## src/hdl/mbrtu_pkg.sv

```systemverilog
`default_nettype none
// ----------------------------------------------------------------------------
// mbrtu_pkg
// Shared types, codes and the CRC-16 byte step for the Modbus RTU read unit.
// ----------------------------------------------------------------------------
package mbrtu_pkg;

	localparam int FRAME_MAX = 256;
	localparam int REGS_MAX  = 128;

	localparam logic [15:0] CRC_INIT  = 16'hFFFF;
	localparam logic [15:0] CRC_POLY  = 16'hA001;
	localparam logic [7:0]  EXC_BIT   = 8'h80;
	localparam logic [8:0]  MIN_REPLY = 9'd5;

	typedef enum logic [1:0] {
		REQ_START = 2'd0,
		REQ_BYTE  = 2'd1,
		REQ_END   = 2'd2,
		REQ_NONE  = 2'd3
	} req_type_t;

	typedef enum logic [1:0] {
		KIND_TX     = 2'd0,
		KIND_WORD   = 2'd1,
		KIND_STATUS = 2'd2
	} out_kind_t;

	typedef enum logic [2:0] {
		ST_OK    = 3'd0,
		ST_SHORT = 3'd1,
		ST_ADDR  = 3'd2,
		ST_FUNC  = 3'd3,
		ST_EXC   = 3'd4,
		ST_CRC   = 3'd5
	} status_t;

	typedef struct packed {
		logic clear;
		logic byte_go;
		logic end_go;
	} rx_ctl_t;

	typedef struct packed {
		logic        word_valid;
		logic [15:0] word_value;
		logic [6:0]  word_index;
		status_t     status;
		logic [7:0]  exception_code;
		logic [6:0]  registers_read;
	} rx_res_t;

	function automatic logic [15:0] crc_byte(input logic [15:0] crc, input logic [7:0] b);
		logic [15:0] c;
		c = crc ^ {8'h00, b};
		for (int i = 0; i < 8; i++) begin
			c = c[0] ? ((c >> 1) ^ CRC_POLY) : (c >> 1);
		end
		return c;
	endfunction

endpackage
`default_nettype wire

```

## src/hdl/mbrtu_rx_parse.sv

```systemverilog
`default_nettype none
// ----------------------------------------------------------------------------
// mbrtu_rx_parse
// Reply parser: tracks position, running CRC and verdict, yields register
// words as data pairs complete and the final status on an end request.
// ----------------------------------------------------------------------------
module mbrtu_rx_parse
	import mbrtu_pkg::*;
(
	input  wire logic        clk,
	input  wire logic        arst_n,
	input  wire rx_ctl_t     ctl,
	input  wire logic [7:0]  rx_byte,
	input  wire logic [7:0]  held_slave,
	input  wire logic [7:0]  held_function,
	input  wire logic [15:0] held_count,
	output rx_res_t          res
);

	logic [8:0]  rx_pos_q;
	logic [7:0]  data_len_q;
	logic [15:0] crc_q;
	logic [7:0]  crc_low_q;
	logic [7:0]  high_byte_q;
	status_t     frame_status_q;
	logic [7:0]  exception_q;
	logic [6:0]  words_q;

	logic [8:0]  data_end;
	logic [8:0]  d;
	logic [6:0]  idx;
	logic        in_range;
	logic        live;
	logic        in_data;
	logic        in_lim;
	logic [15:0] crc_next;
	logic [8:0]  need;

	assign data_end = 9'd3 + {1'b0, data_len_q};
	assign d        = rx_pos_q - 9'd3;
	assign idx      = d[7:1];
	assign in_range = rx_pos_q < 9'(FRAME_MAX);
	assign live     = (frame_status_q == ST_OK) || (frame_status_q == ST_CRC);
	assign in_data  = (rx_pos_q >= 9'd3) && (rx_pos_q < data_end) && live && in_range;
	assign in_lim   = (idx < data_len_q[7:1]) && ({9'd0, idx} < held_count)
		&& ({1'b0, idx} < 8'(REGS_MAX));
	assign crc_next = crc_byte(crc_q, rx_byte);
	assign need     = MIN_REPLY + {1'b0, data_len_q};

	always_comb begin
		res.word_valid     = in_data && d[0] && in_lim;
		res.word_value     = {high_byte_q, rx_byte};
		res.word_index     = idx;
		res.exception_code = 8'h00;
		res.registers_read = 7'd0;
		if (rx_pos_q < MIN_REPLY) begin
			res.status = ST_SHORT;
		end else if (frame_status_q == ST_ADDR || frame_status_q == ST_FUNC) begin
			res.status = frame_status_q;
		end else if (frame_status_q == ST_EXC) begin
			res.status         = ST_EXC;
			res.exception_code = exception_q;
		end else if (rx_pos_q < need) begin
			res.status = ST_SHORT;
		end else if (frame_status_q == ST_CRC) begin
			res.status = ST_CRC;
		end else begin
			res.status         = ST_OK;
			res.registers_read = words_q;
		end
	end

	always_ff @(posedge clk or negedge arst_n) begin
		if (!arst_n) begin
			rx_pos_q       <= 9'd0;
			data_len_q     <= 8'd0;
			crc_q          <= CRC_INIT;
			crc_low_q      <= 8'd0;
			high_byte_q    <= 8'd0;
			frame_status_q <= ST_SHORT;
			exception_q    <= 8'd0;
			words_q        <= 7'd0;
		end else if (ctl.clear || ctl.end_go) begin
			rx_pos_q       <= 9'd0;
			data_len_q     <= 8'd0;
			crc_q          <= CRC_INIT;
			crc_low_q      <= 8'd0;
			high_byte_q    <= 8'd0;
			frame_status_q <= ST_SHORT;
			exception_q    <= 8'd0;
			words_q        <= 7'd0;
		end else if (ctl.byte_go && in_range) begin
			rx_pos_q <= rx_pos_q + 9'd1;
			if (rx_pos_q == 9'd0) begin
				frame_status_q <= (rx_byte == held_slave) ? ST_OK : ST_ADDR;
				crc_q          <= crc_next;
			end else if (rx_pos_q == 9'd1) begin
				if (frame_status_q == ST_OK) begin
					if (rx_byte == held_function || rx_byte == (held_function | EXC_BIT)) begin
						frame_status_q <= rx_byte[7] ? ST_EXC : ST_OK;
					end else begin
						frame_status_q <= ST_FUNC;
					end
				end
				crc_q <= crc_next;
			end else if (rx_pos_q == 9'd2) begin
				if (frame_status_q == ST_EXC) begin
					exception_q <= rx_byte;
				end else begin
					data_len_q <= rx_byte;
				end
				crc_q <= crc_next;
			end else if (live) begin
				if (rx_pos_q < data_end) begin
					crc_q <= crc_next;
					if (!d[0]) begin
						high_byte_q <= rx_byte;
					end else if (in_lim) begin
						words_q <= (idx == 7'd127) ? 7'd127 : idx + 7'd1;
					end
				end else if (rx_pos_q == data_end) begin
					crc_low_q <= rx_byte;
				end else if (rx_pos_q == data_end + 9'd1) begin
					frame_status_q <= ({rx_byte, crc_low_q} == crc_q) ? ST_OK : ST_CRC;
				end
			end
		end
	end

endmodule
`default_nettype wire

```

## src/hdl/modbus_rtu_read_transaction_unit.sv

```systemverilog
`default_nettype none
// ----------------------------------------------------------------------------
// modbus_rtu_read_transaction_unit
// Modbus RTU master read transaction: builds the request frame with CRC and
// parses the streamed reply into register words and a final status.
// ----------------------------------------------------------------------------
// channel  dir  tdata bits                     tuser         tlast
// s_*      in   request fields, 56 bits        req_type      -
// m_*      out  result fields, 56 bits         out_kind      last
//
// Reply byte and end requests leave the input register at once, so one
// request is accepted every cycle unless a result waits on a full output
// register. A start request holds it while the byte counter steps the CRC
// and sends the eight request bytes. One output register parts the two sides.
// Reset clears all control and receive state; the CRC restarts at 0xFFFF.
// ----------------------------------------------------------------------------
module modbus_rtu_read_transaction_unit
	import mbrtu_pkg::*;
(
	input  wire logic        clk,
	input  wire logic        arst_n,
	input  wire logic        s_tvalid,
	output logic             s_tready,
	// slave_address, function_code, first_register, wanted_count, rx_byte
	input  wire logic [55:0] s_tdata,
	// req_type
	input  wire logic [1:0]  s_tuser,
	output logic             m_tvalid,
	input  wire logic        m_tready,
	// tx_byte, register_value, register_index, status, exception_code,
	// registers_read, pad
	output logic [55:0]      m_tdata,
	// out_kind
	output logic [1:0]       m_tuser,
	output logic             m_tlast
);

	logic        valid_s1;
	req_type_t   type_s1;
	logic [55:0] data_s1;

	logic [3:0]  tx_pos_q;
	logic [15:0] tx_crc_q;
	logic [7:0]  held_slave_q;
	logic [7:0]  held_function_q;
	logic [15:0] held_count_q;

	logic        o_valid_q;
	out_kind_t   o_kind_q;
	logic [7:0]  o_tx_q;
	logic [15:0] o_val_q;
	logic [6:0]  o_idx_q;
	status_t     o_st_q;
	logic [7:0]  o_exc_q;
	logic [6:0]  o_rd_q;
	logic        o_last_q;

	logic        out_free;
	logic        s1_done;
	logic        o_load;
	logic [7:0]  tx_byte;
	logic [15:0] crc_base;
	rx_ctl_t     rx_ctl;
	rx_res_t     rx_res;

	assign out_free = !o_valid_q || m_tready;
	assign crc_base = (tx_pos_q == 4'd0) ? CRC_INIT : tx_crc_q;

	always_comb begin
		case (tx_pos_q)
			4'd0:    tx_byte = data_s1[7:0];
			4'd1:    tx_byte = data_s1[15:8];
			4'd2:    tx_byte = data_s1[31:24];
			4'd3:    tx_byte = data_s1[23:16];
			4'd4:    tx_byte = data_s1[47:40];
			4'd5:    tx_byte = data_s1[39:32];
			4'd6:    tx_byte = tx_crc_q[7:0];
			default: tx_byte = tx_crc_q[15:8];
		endcase
	end

	always_comb begin
		s1_done = 1'b0;
		o_load  = 1'b0;
		rx_ctl  = '0;
		if (valid_s1) begin
			case (type_s1)
				REQ_START: begin
					o_load       = out_free;
					s1_done      = out_free && (tx_pos_q == 4'd7);
					rx_ctl.clear = out_free && (tx_pos_q == 4'd0);
				end
				REQ_BYTE: begin
					o_load         = out_free && rx_res.word_valid;
					s1_done        = out_free || !rx_res.word_valid;
					rx_ctl.byte_go = s1_done;
				end
				REQ_END: begin
					o_load        = out_free;
					s1_done       = out_free;
					rx_ctl.end_go = out_free;
				end
				default: s1_done = 1'b1;
			endcase
		end
	end

	assign s_tready = !valid_s1 || s1_done;

	mbrtu_rx_parse u_rx (
		.clk           (clk),
		.arst_n        (arst_n),
		.ctl           (rx_ctl),
		.rx_byte       (data_s1[55:48]),
		.held_slave    (held_slave_q),
		.held_function (held_function_q),
		.held_count    (held_count_q),
		.res           (rx_res)
	);

	always_ff @(posedge clk or negedge arst_n) begin
		if (!arst_n) begin
			valid_s1        <= 1'b0;
			type_s1         <= REQ_NONE;
			tx_pos_q        <= 4'd0;
			tx_crc_q        <= CRC_INIT;
			held_slave_q    <= 8'd0;
			held_function_q <= 8'd0;
			held_count_q    <= 16'd0;
			o_valid_q       <= 1'b0;
		end else begin
			if (s_tready) begin
				valid_s1 <= s_tvalid;
				type_s1  <= req_type_t'(s_tuser);
			end
			if (valid_s1 && type_s1 == REQ_START && out_free) begin
				tx_pos_q <= (tx_pos_q == 4'd7) ? 4'd0 : tx_pos_q + 4'd1;
				if (tx_pos_q < 4'd6) begin
					tx_crc_q <= crc_byte(crc_base, tx_byte);
				end
				if (tx_pos_q == 4'd0) begin
					held_slave_q    <= data_s1[7:0];
					held_function_q <= data_s1[15:8];
					held_count_q    <= data_s1[47:32];
				end
			end
			if (o_load) begin
				o_valid_q <= 1'b1;
			end else if (m_tready) begin
				o_valid_q <= 1'b0;
			end
		end
	end

	always_ff @(posedge clk) begin
		if (s_tready) begin
			data_s1 <= s_tdata;
		end
		if (o_load) begin
			o_tx_q   <= 8'd0;
			o_val_q  <= 16'd0;
			o_idx_q  <= 7'd0;
			o_st_q   <= ST_OK;
			o_exc_q  <= 8'd0;
			o_rd_q   <= 7'd0;
			o_last_q <= 1'b0;
			case (type_s1)
				REQ_START: begin
					o_kind_q <= KIND_TX;
					o_tx_q   <= tx_byte;
					o_last_q <= (tx_pos_q == 4'd7);
				end
				REQ_BYTE: begin
					o_kind_q <= KIND_WORD;
					o_val_q  <= rx_res.word_value;
					o_idx_q  <= rx_res.word_index;
				end
				default: begin
					o_kind_q <= KIND_STATUS;
					o_st_q   <= rx_res.status;
					o_exc_q  <= rx_res.exception_code;
					o_rd_q   <= rx_res.registers_read;
					o_last_q <= 1'b1;
				end
			endcase
		end
	end

	assign m_tvalid = o_valid_q;
	assign m_tuser  = o_kind_q;
	assign m_tlast  = o_last_q;
	assign m_tdata  = {7'd0, o_rd_q, o_exc_q, o_st_q, o_idx_q, o_val_q, o_tx_q};

endmodule
`default_nettype wire

```

## config.mk

```make
export PLATFORM = sky130hd
export DESIGN_NAME = modbus_rtu_read_transaction_unit
export DESIGN_NICKNAME = d
export VERILOG_FILES = /design/src/hdl/mbrtu_pkg.sv /design/src/hdl/mbrtu_rx_parse.sv /design/src/hdl/modbus_rtu_read_transaction_unit.sv
export SDC_FILE = /design/constraint.sdc
export NUM_CORES = 1
export LEC_CHECK = 0
export BUFFER_PORTS_ARGS = -buffer_cell sky130_fd_sc_hd__buf_2
export CORE_ASPECT_RATIO = 1.5
export CORE_UTILIZATION = 30
export CTS_CLUSTER_SIZE = 25
export DETAILED_ROUTE_END_ITERATION = 8
export SETUP_SLACK_MARGIN = 0.1
export SYNTH_ARGS = -nofsm -noshare
export SYNTH_HDL_FRONTEND = slang
export SYNTH_SLANG_ARGS = --single-unit
```

## constraint.sdc

```tcl
create_clock -name clk -period 5.8 [get_ports clk]
set_input_delay 1.45 -clock clk [delete_from_list [all_inputs] [get_ports clk]]
set_output_delay 1.45 -clock clk [all_outputs]
set_load 0.005 [all_outputs]
```

# [After elaboration in Yosys (flattened, before gate mapping)]
# Index checks and enable logic that the tools add are counted.
[classes] addsub=7 magnitude_cmp=8 eq_ne=32 mux=97 n_bitwise=19 reduce_logical=53
[ops] operator="16-bit 2-to-1 mux" n=24
[ops] operator="8-bit 2-to-1 mux" n=28
[ops] operator="7-bit 2-to-1 mux" n=10
[ops] operator="8-bit case mux with 7 select lines" n=1
[ops] operator="3-bit 2-to-1 mux" n=18
[ops] operator="2-bit NOT with 3-bit output" n=16
[ops] operator="16-bit by 8-bit bitwise XOR with 16-bit output" n=2
[ops] operator="8-bit equality test" n=3
[ops] operator="7-bit AND reduction" n=3
[ops] operator="9-bit by 1-bit adder with 9-bit output, second input constant" n=2
[ops] operator="9-bit equality test" n=2
[ops] operator="9-bit < comparator" n=2
[ops] operator="9-bit 2-to-1 mux" n=2
[ops] operator="2-bit nonzero test" n=9
[ops] operator="16-bit equality test" n=1
[ops] operator="4-bit by 3-bit equality test with 1-bit output, second input constant" n=4
[ops] operator="7-bit by 16-bit < comparator with 1-bit output" n=1
[ops] operator="1-bit logical AND" n=12
[ops] operator="4-bit by 1-bit != test with 1-bit output, second input constant" n=3
[ops] operator="5-bit AND reduction" n=2
[ops] operator="5-bit nonzero test" n=2
[ops] operator="2-bit by 8-bit adder with 9-bit output, first input constant" n=1
[ops] operator="3-bit by 8-bit adder with 9-bit output, first input constant" n=1
[ops] operator="9-bit by 1-bit equality test with 1-bit output, second input constant" n=1
[ops] operator="other kinds (40)" n=66
[totals] ff_bits=231 inputBits=62 elab_cells=242

# [Longest topological paths before layout]
# Gate-level depths: netlist (run 1).
[depth] ltp_word=24 depth_mapped=16

# [Hierarchy]
# From an unflattened synthesis (run 1), not the netlist that was laid out.
[unflattened] hier_cells=1063 area_unflattened_um2=12114.1
[modules_own_cells] mod="modbus_rtu_read_transaction_unit" n_inst=1 cells_per_inst=460 area_per_inst_um2=6755.2 seq_area_each_um2=4667.0
[modules_own_cells] mod="mbrtu_rx_parse" n_inst=1 cells_per_inst=603 area_per_inst_um2=5358.9 seq_area_each_um2=1697.9

# [Worst setup path after synthesis (run 1)]
# No wires, ideal clock.
[synth_timing] kind="reg2out" startpoint="reg u_rx.rx_pos_q[0]" endpoint="out s_tready" arrival_ps=3840 t_required_ps=4350 path_slack_ps=510 path_stages_with_launch=14 path_buffers=2 path_cell_list="dfrtp_1 > ha_1 > clkbuf_1 > nor3_1 > nor3b_1 > xor2_1 > ha_1 > a21o_1 > a211oi_1 > o21a_1 > o2111ai_1 > buf_2 > nand2_1 > nand2_1"
[synth_rtl] element="start, declared" line_no="mbrtu_rx_parse.sv:20" text="logic [8:0] rx_pos_q;"
[synth_rtl] element="start signal, assigned" line_no="mbrtu_rx_parse.sv:93" text="rx_pos_q <= rx_pos_q + 9'd1;"
[synth_rtl] element="end, declared" line_no="modbus_rtu_read_transaction_unit.sv:23" text="output logic s_tready,"

# [Worst setup path in the final report (run 1)]
[layout_timing] startpoint="reg u_rx.data_len_q[0]" endpoint="out s_tready"
[layout_between] elab_chain_len=12
[layout_lines] element="start, declared" line_no="mbrtu_rx_parse.sv:21" text="logic [7:0] data_len_q;"
[layout_lines] element="start signal, assigned" line_no="mbrtu_rx_parse.sv:110" text="data_len_q <= rx_byte;"
[layout_lines] element="2-bit by 8-bit adder with 9-bit output" line_no="mbrtu_rx_parse.sv:39" text="assign data_end = 9'd3 + {1'b0, data_len_q};"
[layout_lines] element="9-bit < comparator" line_no="mbrtu_rx_parse.sv:44" text="assign in_data = (rx_pos_q >= 9'd3) && (rx_pos_q < data_end) && live && in_range;"
[layout_lines] element="1-bit logical AND (3 in a row)" line_no="mbrtu_rx_parse.sv:44"
[layout_lines] element="1-bit logical AND (2 in a row)" line_no="mbrtu_rx_parse.sv:51" text="res.word_valid = in_data && d[0] && in_lim;"
[layout_lines] element="1-bit logical NOT" line_no="modbus_rtu_read_transaction_unit.sv:95" text="s1_done = out_free || !rx_res.word_valid;"
[layout_lines] element="1-bit logical OR" line_no="modbus_rtu_read_transaction_unit.sv:95"
[layout_lines] element="1-bit case mux with 3 select lines" line_no="modbus_rtu_read_transaction_unit.sv:87" text="case (type_s1)"
[layout_lines] element="1-bit 2-to-1 mux" line_no="modbus_rtu_read_transaction_unit.sv:86" text="if (valid_s1) begin"
[layout_lines] element="1-bit logical OR" line_no="modbus_rtu_read_transaction_unit.sv:108" text="assign s_tready = !valid_s1 || s1_done;"
# Every way passes these cells.

==> results of run 1 <==
-- report_power, final --
group	total [mW]	switching [mW]	internal, mW
logic	4.32	2.48	1.85
registers	3.06	0.542	2.52
clock network	1.66	0.681	0.979
total	9.05	3.70	5.35
-- critical path, stage by stage (launching register included) --
cell and delay [ns]:
dfrtp_1 0.52, inv_1 0.12, ha_1 0.26, nor2b_1 0.20, nand4_1 0.14, xnor2_1 0.33
ha_1 0.33, a211oi_1 0.26, a221oi_1 0.12, nor3b_1 0.38, o2111ai_1 0.17, buf_4 0.22
nand2_1 0.11, nand2_2 0.11, buf_2 0.14
-- synthesized netlist by cell type, types with 38 or more instances --
master    instances
edfxtp_1        108
nor2_1           92
dfrtp_1          88
nand2_1          86
xnor2_1          72
o21ai_0          46
and2_1           41
xor2_1           41
ha_1             40
inv_1            38
-- path summary, 6_finish.rpt --
| path | startpoint | endpoint |
|---|---|---|
| max | u_rx.data_len_q[0] | s_tready |
| max reg2reg | u_rx.data_len_q[0] | o_idx_q[5] |
| min | tx_crc_q[11] | tx_crc_q[11] |
| min reg2reg | tx_crc_q[11] | tx_crc_q[11] |
| max in group asynchronous | arst_n | type_s1[0] |
| min in group asynchronous | arst_n | u_rx.crc_low_q[6] |
-- state kept, by name (all words and copies together) (netlist names), 3 cells and up --
| name | flops |
|---|---|
| tx_pos_q | 4 |
| u_rx.high_byte_q | 8 |
| u_rx.crc_low_q | 8 |
| o_tx_q | 8 |
| o_rd_q | 7 |
| o_exc_q | 8 |
| data_s1 | 56 |
| u_rx.frame_status_q | 3 |
| u_rx.words_q | 7 |
| u_rx.data_len_q | 8 |
| tx_crc_q | 16 |
| o_st_q | 3 |
| u_rx.exception_q | 8 |
| o_val_q | 16 |
| u_rx.crc_q | 16 |
| held_slave_q | 8 |
| held_count_q | 16 |
| o_idx_q | 7 |
| u_rx.rx_pos_q | 9 |
| held_function_q | 8 |
-- routing by layer --
metal / vias up / wire length [microns] / global-route usage
met3: 44 / 1190 / 0.0162
li1: 3985 / - / -
met5: - / 0 / 0
met2: 217 / 15800 / 0.276
met1: 4069 / 13000 / 0.184
met4: 0 / 670 / 0.0432
-- logic make-up after synthesis --
kind of cell,Yosys count,synth area share
compound gates,178,0.103
flops,231,0.525
xor+xnor,120,0.0932
simple gates,324,0.129
other cells,1,0.000310
mux,75,0.0659
fa+ha+maj,40,0.0413
buf+inv,110,0.0412
-- final cells by class --
type / instances / area [sq um]
Multi-Input combinational cell: 744 / 5280
Fill cell: 3922 / 25600
Tap cell: 500 / 626
Inverter: 40 / 150
Timing Repair Buffer: 126 / 661
Sequential cell: 231 / 6360
Clock buffer: 32 / 683
Clock inverter: 14 / 175
-- through the flow --
| stage | area [sq um] | utilization | worst slack, ns |
|---|---|---|---|
| floorplan | 12100 | - | 0.510 |
| global placement | 13100 | 0.331 | 1.09 |
| detailed placement | 13100 | 0.331 | 0.989 |
| CTS | 13900 | 0.353 | 0.394 |
| global route | 13900 | 0.353 | 0.118 |
| finish | 13900 | 0.353 | 0.414 |
==> results.md, run 1 <==
* Status: finished with violations
* Failing checks: DRC
* First-pass GRT wire length at 48,500 microns
* # IOs at 123
* Share of post-route cells with drive strength above 1 at 0.223
* Post-synth EDFFs at 108
* Gpl congestion at 0.921
* Total negative slack at 0 ns
* Placed Cells at 1,641
* Area leader, netlist: edfxtp_1
* Total power at 9.05 mW
* # setup viols final at 0
* Area Growth Syn to Fin at 15.1%
* Die X at 166 microns
* Maximum vdd drop at 0.394 mV
* Total grt overflow at 0
* Via-to-Cell Ratio at 4.93
* WS Path Type: reg2out
* Skew final at 0.0205 ns
* Fin Hold WS at 0.499 ns
* Largest net degree at the start of global routing at 69
* Final Critical Period at 5.39 ns
* P per Cell Area at 649 nW/um^2
* Top FF cell, synth: edfxtp_1
* Vias in the first global route at 8,482
* Cell Area, Synth at 12,100 sq um
* Maxcap violations at 0
* Finished Layout Cells at 1,687
* Final worst-path cycle share at 0.929
* Highest-count cells in the layout ignoring fill and taps: buf_2, edfxtp_1, nor2_1, dfrtp_1, nand2_1
* Flops & latches, synth at 231
* Worst Tran Pin Value at 1.14 ns
* Total GRT Usage at 0.150
* Hold-fix buffers at CTS at 0
* Post-CTS setup buffers at 0
* Clock latency on the worst-skew pair at 0.55 ns
* Final wirelength at 30,700 microns
* R2R cell count at 13
* Crit. End Element: primary output
* WP data arrival at 3.94 ns
* Reg2reg setup slack at 1.30 ns
* Warnings, synthesis at 0
* CP Data Required Time at 4.35 ns
* Slew margin rel. at 0.237
* DRC at 9
* Leak Pwr at 5.91 nW
* H-tree levels at 1
* RSZ-0062 raised after global routing: false
* Initial core utilization at 0.306
* Num CTS Buffers at 25
* Die Ht at 248 microns
* Detailed Place HPWL at 22,500 microns
* Final Hold Fails at 0
* Nets@finish at 1,270
* Post-synthesis cell type count at 76
* 1st-pass router iterations at 9
* Root Buffer: clkbuf_16
* Post-DRT Antenna Nets at 0
* Post-synthesis sequential area ratio at 0.525
* Pins Over Slew Limit at 0
* Hold path depth at 2
* Post-synth ARST share at 0.532
* WL/cell at 18.2 microns
* Clock sinks at 231
* CTS tree: done
* Initial antenna violation count at 0
* CTS Buffer Depth at 3
* Largest cells by area after synthesis: edfxtp_1, dfrtp_1, dfstp_2, xnor2_1, ha_1
* CORE AREA at 39,500 sq um
* Avg Cell Area, Syn at 11.2 sq um
* FMAX at 186 MHz
* Die area at 41,200 sq um
* Antenna diodes at 0
* Initial drt markers at 510
* Post-CTS sizing at 0
* Hold Crit Class: reg2reg
* Input/output buffers at 115
* Clock transition at path regs at 0.06 ns
* Syn Inst Count at 1,079
* Most common cell after layout, fill and taps aside: buf_2
* Core Rows at 89
* Critical Path Source Type: flop
* Vias at 8,315
* Critical path peak fanout at 14
* Synth top area share at 0.268
(Power assumes the default switching activity.)
==> inputs of run 2 (changes only) <==
ABC_AREA = 1   (was unset)
BUFFER_PORTS_ARGS = -buffer_cell sky130_fd_sc_hd__buf_4   (was -buffer_cell sky130_fd_sc_hd__buf_2)
==> run 2 against run 1 <==
Against the previous run: the flow now finishes without violations; routed wire length increased by 12%; via count increased by 15%; clock power about the same; first-iteration DRC count increased by 6.5%; non-clock buffer count decreased by 4; sequential share of layout area decreased by 2.1 points; largest cell class unchanged.
==> results.md, run 2 <==
* Status: complete, no violations (was finished with violations)
* Avg Cell Area, Syn at 9.10 sq um (was 11.2 sq um)
* Clock latency on the worst-skew pair at 0.54 ns (was 0.55 ns)
* Biggest register: data_s1 (unchanged)
* DRC at 0 (was 9)
* Detailed Place HPWL at 26,600 microns (was 22,500 microns)
* Leak Pwr at 6.69 nW (was 5.91 nW)
* Final worst-path cycle share at 0.937 (was 0.929)
* Largest register FFs at 56 (unchanged)
* Num CTS Buffers at 26 (was 25)
* Final Hold Fails at 0 (unchanged)
* Critical Path Source Type: flop (unchanged)
* WL/cell at 17.2 microns (was 18.2 microns)
* WP data arrival at 3.98 ns (was 3.94 ns)
* P per Cell Area at 688 nW/um^2 (was 649 nW/um^2)
* Post-Route Utilization at 0.362 (was 0.353)
* Largest cells by area after synthesis: edfxtp_1, dfrtp_1, nand2_1, dfstp_2, nand3_1 (was edfxtp_1, dfrtp_1, dfstp_2, xnor2_1, ha_1)
* Area Growth Syn to Fin at 18.3% (was 15.1%)
* Syn Inst Count at 1,357 (was 1,079)
* Initial antenna violation count at 0 (unchanged)
* # setup viols final at 0 (unchanged)
* Highest-count cells in the layout ignoring fill and taps: nand2_1, inv_1, nor2_1, buf_4, nand3_1 (was buf_2, edfxtp_1, nor2_1, dfrtp_1, nand2_1)
* Post-CTS sizing at 0 (unchanged)
* Maximum vdd drop at 0.257 mV (was 0.394 mV)
* Worst Tran Pin Value at 1.03 ns (was 1.14 ns)
* Initial core utilization at 0.306 (about the same)
* Skew final at 0.0132 ns (was 0.0205 ns)
* First-pass GRT wire length at 53,200 microns (was 48,500 microns)
* # IOs at 123 (unchanged)
* Cell Area, Synth at 12,400 sq um (was 12,100 sq um)
* Crit. End Element: primary output (unchanged)
* Via-to-Cell Ratio at 4.79 (was 4.93)
* Post-synth top cells: nand2_1, inv_1, nor2_1, nand3_1, edfxtp_1 (was edfxtp_1, nor2_1, dfrtp_1, nand2_1, xnor2_1)
* Root Buffer: clkbuf_16 (unchanged)
* Hold path depth at 2 (unchanged)
* Area leader, netlist: edfxtp_1 (unchanged)
* Hold Crit Class: reg2reg (unchanged)
* 1st-pass router iterations at 6 (was 9)
* WS Path Type: reg2out (unchanged)
* DP Area at 13,700 sq um (was 13,100 sq um)
* Final wirelength at 34,400 microns (was 30,700 microns)
* Die Ht at 251 microns (was 248 microns)
* Vias in the first global route at 9,445 (was 8,482)
* Total GRT Usage at 0.164 (was 0.150)
* Most common cell after layout, fill and taps aside: nand2_1 (was buf_2)
* Die X at 168 microns (was 166 microns)
* CORE AREA at 40,400 sq um (was 39,500 sq um)
* Post-DRT Antenna Nets at 0 (unchanged)
* Post-CTS setup buffers at 0 (unchanged)
* Total power at 10.1 mW (was 9.05 mW)
* CTS tree: done (unchanged)
* Input/output buffers at 115 (unchanged)
* Share of post-route cells with drive strength above 1 at 0.196 (was 0.223)
* Post-synthesis sequential area ratio at 0.515 (was 0.525)
* Die area at 42,000 sq um (was 41,200 sq um)
* Hold-fix buffers at CTS at 0 (unchanged)
* Synth top area share at 0.263 (was 0.268)
* Slew margin rel. at 0.306 (was 0.237)
* Critical path peak fanout at 5 (was 14)
* Clock sinks at 231 (unchanged)
* Total grt overflow at 0 (unchanged)
* Warnings, synthesis at 0 (unchanged)
* Place WS at 0.841 ns (was 0.989 ns)
* CTS Buffer Depth at 3 (unchanged)
* Final Instance Area at 14,600 sq um (was 13,900 sq um)
* Flops & latches, synth at 231 (unchanged)
* Largest net degree at the start of global routing at 62 (was 69)
* Maxcap violations at 0 (unchanged)
* Post-synth EDFFs at 108 (unchanged)
* Post-synthesis cell type count at 57 (was 76)
* Nets@finish at 1,575 (was 1,270)
* H-tree levels at 1 (unchanged)
* Final Critical Period at 5.43 ns (was 5.39 ns)
* CP Data Required Time at 4.35 ns (about the same)
* Top FF cell, synth: edfxtp_1 (unchanged)
* Vias at 9,574 (was 8,315)
* Most frequent cell after synthesis: nand2_1 (was edfxtp_1)
* RSZ-0062 raised after global routing: false (unchanged)
* FMAX at 184 MHz (was 186 MHz)
* R2R cell count at 18 (was 13)
* Gpl congestion at 0.865 (was 0.921)
* Total negative slack at 0 ns (unchanged)
* Pins Over Slew Limit at 0 (unchanged)
* Initial drt markers at 543 (was 510)
* Clock transition at path regs at 0.06 ns (about the same)
* Core Rows at 90 (was 89)
* Final worst slack at 0.367 ns (was 0.414 ns)
* Antenna diodes at 0 (unchanged)
* Post-synth ARST share at 0.532 (unchanged)
[run 2: metal layers]
metal  GRT usage  share of wire  routed length, microns  up-vias
met5           0              0                       0        -
met4      0.0695          0.037                    1270        0
met3      0.0160          0.032                    1080       65
met2       0.314           0.54                   18500      226
met1       0.183           0.39                   13500     4556
li1            -              -                       -     4727
[run 2: final timing paths]
path | to | startpoint | slack [ns]
setup reg to reg | data_s1[1] | u_rx.data_len_q[0] | 1.72
hold reg to reg | u_rx.words_q[2] | u_rx.words_q[2] | 0.47
hold / removal | u_rx.words_q[2] | u_rx.words_q[2] | 0.47
max in group asynchronous | u_rx.rx_pos_q[7] | arst_n | 3.91
setup / recovery | s_tready | u_rx.data_len_q[0] | 0.37
min in group asynchronous | u_rx.crc_low_q[7] | arst_n | 0.86
[run 2: power breakdown]
group | internal [mW] | switching (mW) | total, mW
sequential | 2.70 | 0.562 | 3.26
clock | 1.00 | 0.677 | 1.68
combinational | 1.75 | 3.36 | 5.11
total | 5.45 | 4.60 | 10.1
[run 2: critical path, stage by stage, from the launching register on]
cell and delay (ns):
dfrtp_1 0.41, inv_1 0.12, ha_1 0.24, inv_1 0.06, nand2_1 0.10, nor2_1 0.15
nand2_1 0.11, xor2_2 0.17, ha_1 0.30, a21o_1 0.19, a21oi_1 0.15, nand3_2 0.16
inv_1 0.12, nand2_1 0.08, nor2_1 0.18, nand4_2 0.17, a21boi_0 0.22, nand4_1 0.27
buf_4 0.24
[run 2: area by class of cell]
| type | count | area, sq um |
|---|---|---|
| Timing Repair Buffer | 122 | 928 |
| Clock inverter | 12 | 145 |
| Multi-Input combinational cell | 935 | 5230 |
| Inverter | 157 | 592 |
| Clock buffer | 36 | 719 |
| Tap cell | 506 | 633 |
| Sequential cell | 231 | 6360 |
| Fill cell | 4110 | 25800 |
[run 2: cells by family (layout without fill, tap and decap cells)]
group / count (synthesis) / in the layout / share of synthesized area
AND/OR/NAND/NOR: 642 / 642 / 0.238
flip-flops: 231 / 231 / 0.515
buffers and inverters: 197 / 327 / 0.0652
AO/OA/AOI/OAI: 154 / 154 / 0.0715
XOR/XNOR: 72 / 72 / 0.0510
adder cells (fa/ha/maj): 40 / 40 / 0.0405
multiplexers: 20 / 20 / 0.0182
other: 1 / 7 / 0.000304
[run 2: through the flow]
stage          cells  hold slack, ns
4_1_cts         1999           0.474
5_1_grt         1999           0.488
2_1_floorplan   1363           0.442
3_5_place_dp    1951           0.461
3_3_place_gp    1951           0.455
6_report        1999           0.471
